--- config.mk ---
export PLATFORM = sky130hd
export DESIGN_NAME = ace_ram
export DESIGN_NICKNAME = d
export VERILOG_FILES = /design/src/rtl/assert_macros.svh /design/src/rtl/ace_ram.sv
export SDC_FILE = /design/constraint.sdc
export NUM_CORES = 1
export LEC_CHECK = 0
export ABC_CLOCK_PERIOD_IN_PS = 2300
export BUFFER_PORTS_ARGS = -buffer_cell sky130_fd_sc_hd__buf_2
export CAP_MARGIN = 0
export CELL_PAD_IN_SITES_DETAIL_PLACEMENT = 1
export CELL_PAD_IN_SITES_GLOBAL_PLACEMENT = 2
export CORE_ASPECT_RATIO = 0.9
export CORE_UTILIZATION = 31
export DETAILED_ROUTE_END_ITERATION = 16
export PLACE_DENSITY = 0.51
export SKIP_CTS_REPAIR_TIMING = 1
export SYNTH_ARGS = -nofsm -noshare
export SYNTH_HDL_FRONTEND = slang
export SYNTH_SLANG_ARGS = --single-unit
--- constraint.sdc ---
create_clock -name aclk -period 2.3 [get_ports aclk]
set_input_delay 0.345 -clock aclk [delete_from_list [all_inputs] [get_ports aclk]]
set_output_delay 0.345 -clock aclk [all_outputs]
set_load 0.05 [all_outputs]
--- src/rtl/assert_macros.svh ---
// assertion macros included by the encoder top level
`ifndef ASSERT_MACROS_SVH
`define ASSERT_MACROS_SVH

// same-cycle implication, checked out of reset
`define ACE_ASSERT_IMP(label, clk, rst_n, ante, cons, msg) \
    label: assert property (@(posedge clk) disable iff (!rst_n) (ante) |-> (cons)) \
        else $error(msg);

// next-cycle implication, checked out of reset
`define ACE_ASSERT_NXT(label, clk, rst_n, ante, cons, msg) \
    label: assert property (@(posedge clk) disable iff (!rst_n) (ante) |=> (cons)) \
        else $error(msg);

`endif

--- src/rtl/ace_ram.sv ---
// generic single-port-write, registered-read ram
module ace_ram #(
    parameter int WIDTH = 8,
    parameter int DEPTH = 16
) (
    input  logic                     aclk,
    input  logic                     wr_en,
    input  logic [$clog2(DEPTH)-1:0] wr_addr,
    input  logic [WIDTH-1:0]         wr_data,
    input  logic                     rd_en,
    input  logic [$clog2(DEPTH)-1:0] rd_addr,
    output logic [WIDTH-1:0]         rd_data
);

    logic [WIDTH-1:0] mem [DEPTH];
    logic [WIDTH-1:0] rd_data_reg;

    always_ff @(posedge aclk) begin
        if (wr_en) begin
            mem[wr_addr] <= wr_data;
        end
        if (rd_en) begin
            rd_data_reg <= mem[rd_addr];
        end
    end

    assign rd_data = rd_data_reg;

endmodule

## After elaboration in Yosys (flattened, before gate mapping)

Memories as Yosys holds them, arrays and structs flattened. A register that Yosys moved wholly into a read port is not among the register bits.
Cells that the tools add are included.
W data, S select, Z words.

| word-level totals | value |
|---|---|
| logic and storage cells | 3 |
| memory bits (writable) | 128 |
| memories kept | 1 |
| ROM bits | 0 |
| latch bits | 0 |
| register bits | 0 |

| operators by class | value |
|---|---|
| add/subtract/negate cells | 0 |
| mux-type cells | 2 |
| reduce and logical (&&, ||, !) cells | 0 |
| bitwise gates (word level) | 0 |
| multipliers | 0 |
| magnitude comparators | 0 |
| equality and inequality tests | 0 |
| divide/modulo/power cells | 0 |
| shift-type cells | 0 |

Memories:

| memory | words | width | rd ports | clocked after memory_dff | wr ports | RTL line | source |
|---|---|---|---|---|---|---|---|
| mem | 16 | 8 | 1 | 1 | 1 | ace_ram.sv:15 | `logic [WIDTH-1:0] mem [DEPTH];` |

Operator list:

| cell | count |
|---|---|
| $mux W1 | 2 |

## Depth between registers and ports, before layout

| depth | value |
|---|---|
| word-level depth | 2 |
| depth in mapped cells | 5 |
| depth with buffers taken out | 3 |

## Least setup slack after synthesis

Ideal clock, no wire load.

| path | value |
|---|---|
| path kind | in2reg |
| start point | input wr_addr[2] |
| end point | memory mem[0][0] (enable) |
| path slack | 0.462 ns |
| arrival time | 1.455 ns |
| required time | 1.917 ns |
| path buffers | 0 |
| stages | 2 |
| cells stage by stage | or3b_2 > nor3_1 |

RTL lines:

| item | RTL line | source |
|---|---|---|
| start: declaration | ace_ram.sv:8 | `input logic [$clog2(DEPTH)-1:0] wr_addr,` |
| end: declaration | ace_ram.sv:15 |  |

Straight into the memory's write port.

==> results.cfg <==
[status]
status = complete, but fails checks
violations = DRC

[logic_synthesis]
ys_warn_count = 0
yosys.area.top_type = edfxtp_1
ys_async_sr_fraction = 0
synth_top_area_share = 0.781
seq_area_frac_synth = 0.781
ys.flop_type = edfxtp_1
synth.avg_cell_area_um2 = 22.8
syn-num-nets = 248
synth_edf_count = 136
yosys_register_bits = 136
synth_area_mm2 = 0.00523
synth_cell_types = 18
synth_area_leaders = edfxtp_1 78%, mux4_2 7.8%, mux4_1 7.0%, a22oi_1 2.3%, nor2_1 0.93%
syn_inst = 229

[floorplan]
rows = 44
ios = 27
die_width_um = 139
coreArea_mm2 = 0.0163
initial_utilization = 0.321
die_h_um = 125
dieArea_mm2 = 0.0174

[global_route]
met3_usage = 0.0517
grt_max_degree = 33
globalRoute.totalOverflow = 0
grtUsageMet2 = 0.213
antenna_found_initial = 0
grt_pass1_wl_um = 17000
grt_use_total = 0.142
grt-busiest-layer = met2
grt_pass1_vias = 2635
use_met1 = 0.187

[timing]
hold_viol = 0
fin_crit_sh = 0.670
finClkSkew_ns = 0.00553
rsz0062_at_grt = false
period_needed_ns = 1.54
finalMaxSlewViolations = 0
fin_setup_tns_ns = 0
tightest_slew_ns = 0.446
fmax_mhz = 649
relSlewSlack = 0.702
setup_violations = 0

[cts]
clk_pin_slew_ns = 0.06
cts_tree = built
clk_latency_ns = 0.42
clk_path_buf_depth = 2
cts_buffers = 17
h-tree-depth = 4
clock_sinks = 136
root_buffer = clkbuf_16

[final_layout]
final_cell_count_no_fill = 503
final_common_cell = edfxtp_1
n_antenna_cell = 0
fin_nets = 303
area_growth_pct = 18.6
largest_register_ffs = 128
drive_gt1_frac = 0.304
final_cell_mix = 136 x edfxtp_1, 26 x buf_2, 18 x mux4_2, 18 x buf_4, 17 x clkbuf_16

[detailed_routing]
avgViaCountPerCell = 4.85
drt_iter0_markers = 146
drcViolationCount = 2
vias = 2441
final_antenna_net_count = 0
dr.pass1.iters = 12
finalWirelength_um = 11100
wl_per_cell_um = 22.1

[setup_path]
r2r_slack_ns = 0.79
arrival_ns = 1.70
critPathCaptureType = register
reg2reg_to = rd_data[2]
crit_path_start = rd_addr[0]
cp_slowest_cell = mux4_1
start_kind = primary input
path_class = primary input to register
rr_worst_depth = 3
crit_chain = buf_2 -> buf_12 -> mux4_1 -> a22oi_1 -> nand2_1
worstSetupEndpoint = rd_data[2]
cp_max_fo = 32
r2r-start = mem[8][2]
cpPeakStageDelay_ns = 0.59
required_ns = 2.46

[hold_path]
hold_class = primary input to register

[placed_design]
portBuffers = 26
place_congestion = 0.636
dp_cells = 472

[pwr]
p_per_area_mw_per_mm2 = 870
ir_drop_mv = 0.474
p_leak_nw = 2.06

[flow_run]
maxCapViolCount = 0
[cell families (layout without fill, tap and decap cells)]
logic type             Yosys count  in the layout  synth area share
flip-flops                     136            136             0.781
buffers and inverters           10             77            0.0165
multiplexers                    32             32             0.148
AO/OA/AOI/OAI                   16             16            0.0230
AND/OR/NAND/NOR                 35             35            0.0314
[cells in the mapped netlist, types with 2 or more instances]
master	count
buf_6	3
nand3b_1	2
nand2_1	9
nand2b_1	2
edfxtp_1	136
nor2_1	13
buf_2	3
clkdlybuf4s25_2	3
mux4_2	18
nor3_1	4
a22oi_1	16
mux4_1	14
[power breakdown]
group | internal, W | total [W] | switching [W]
combinational | 0.000110 | 0.000298 | 0.000188
sequential | 0.00279 | 0.00281 | 0.0000150
clock | 0.00134 | 0.00229 | 0.000947
total | 0.00424 | 0.00539 | 0.00115
[per-stage QoR]
stage          utilization  power, W  area [um^2]  hold WS (ns)  setup WS [ns]
3_5_place_dp         0.350   0.00317         5710         0.745          0.278
2_1_floorplan            -   0.00304         5230         0.444          0.462
4_1_cts              0.381   0.00548         6200         0.301          0.719
6_report             0.381   0.00539         6200         0.313          0.759
5_1_grt              0.381   0.00559         6200         0.307          0.658
3_3_place_gp         0.350   0.00316         5710         0.740          0.297
[worst max-delay path, delay by kind of cell]
family | cells | cell delay, ns
mux | 1 | 0.59
buf+inv | 2 | 0.36
compound gates | 1 | 0.30
simple gates | 1 | 0.08
[worst min-delay path by stage]
stage,start,cells past startpoint,to,slack [ns]
after CTS,wr_data[1],1,mem[5][1],0.30
after detailed placement,mem[4][2],3,rd_data[2],0.74
after global placement,mem[4][2],3,rd_data[2],0.74
final,wr_data[2],1,mem[0][2],0.31
after floorplan,wr_data[0],0,mem[0][0],0.44
after global routing,rd_en,1,rd_data[6],0.31
[layer usage]
metal,vias up,wire [um]
li1,1092,-
met1,1286,5290
met2,47,5260
met3,16,423
met4,0,146
met5,-,0
[cell type report]
cell class | count | area [um^2]
clock inverter | 12 | 62.6
fill | 1594 | 10100
tap | 207 | 259
clock buffer | 19 | 433
timing repair buffer | 46 | 305
sequential | 136 | 4080
multi-input combinational | 83 | 1060
(Power assumes the default switching activity.)
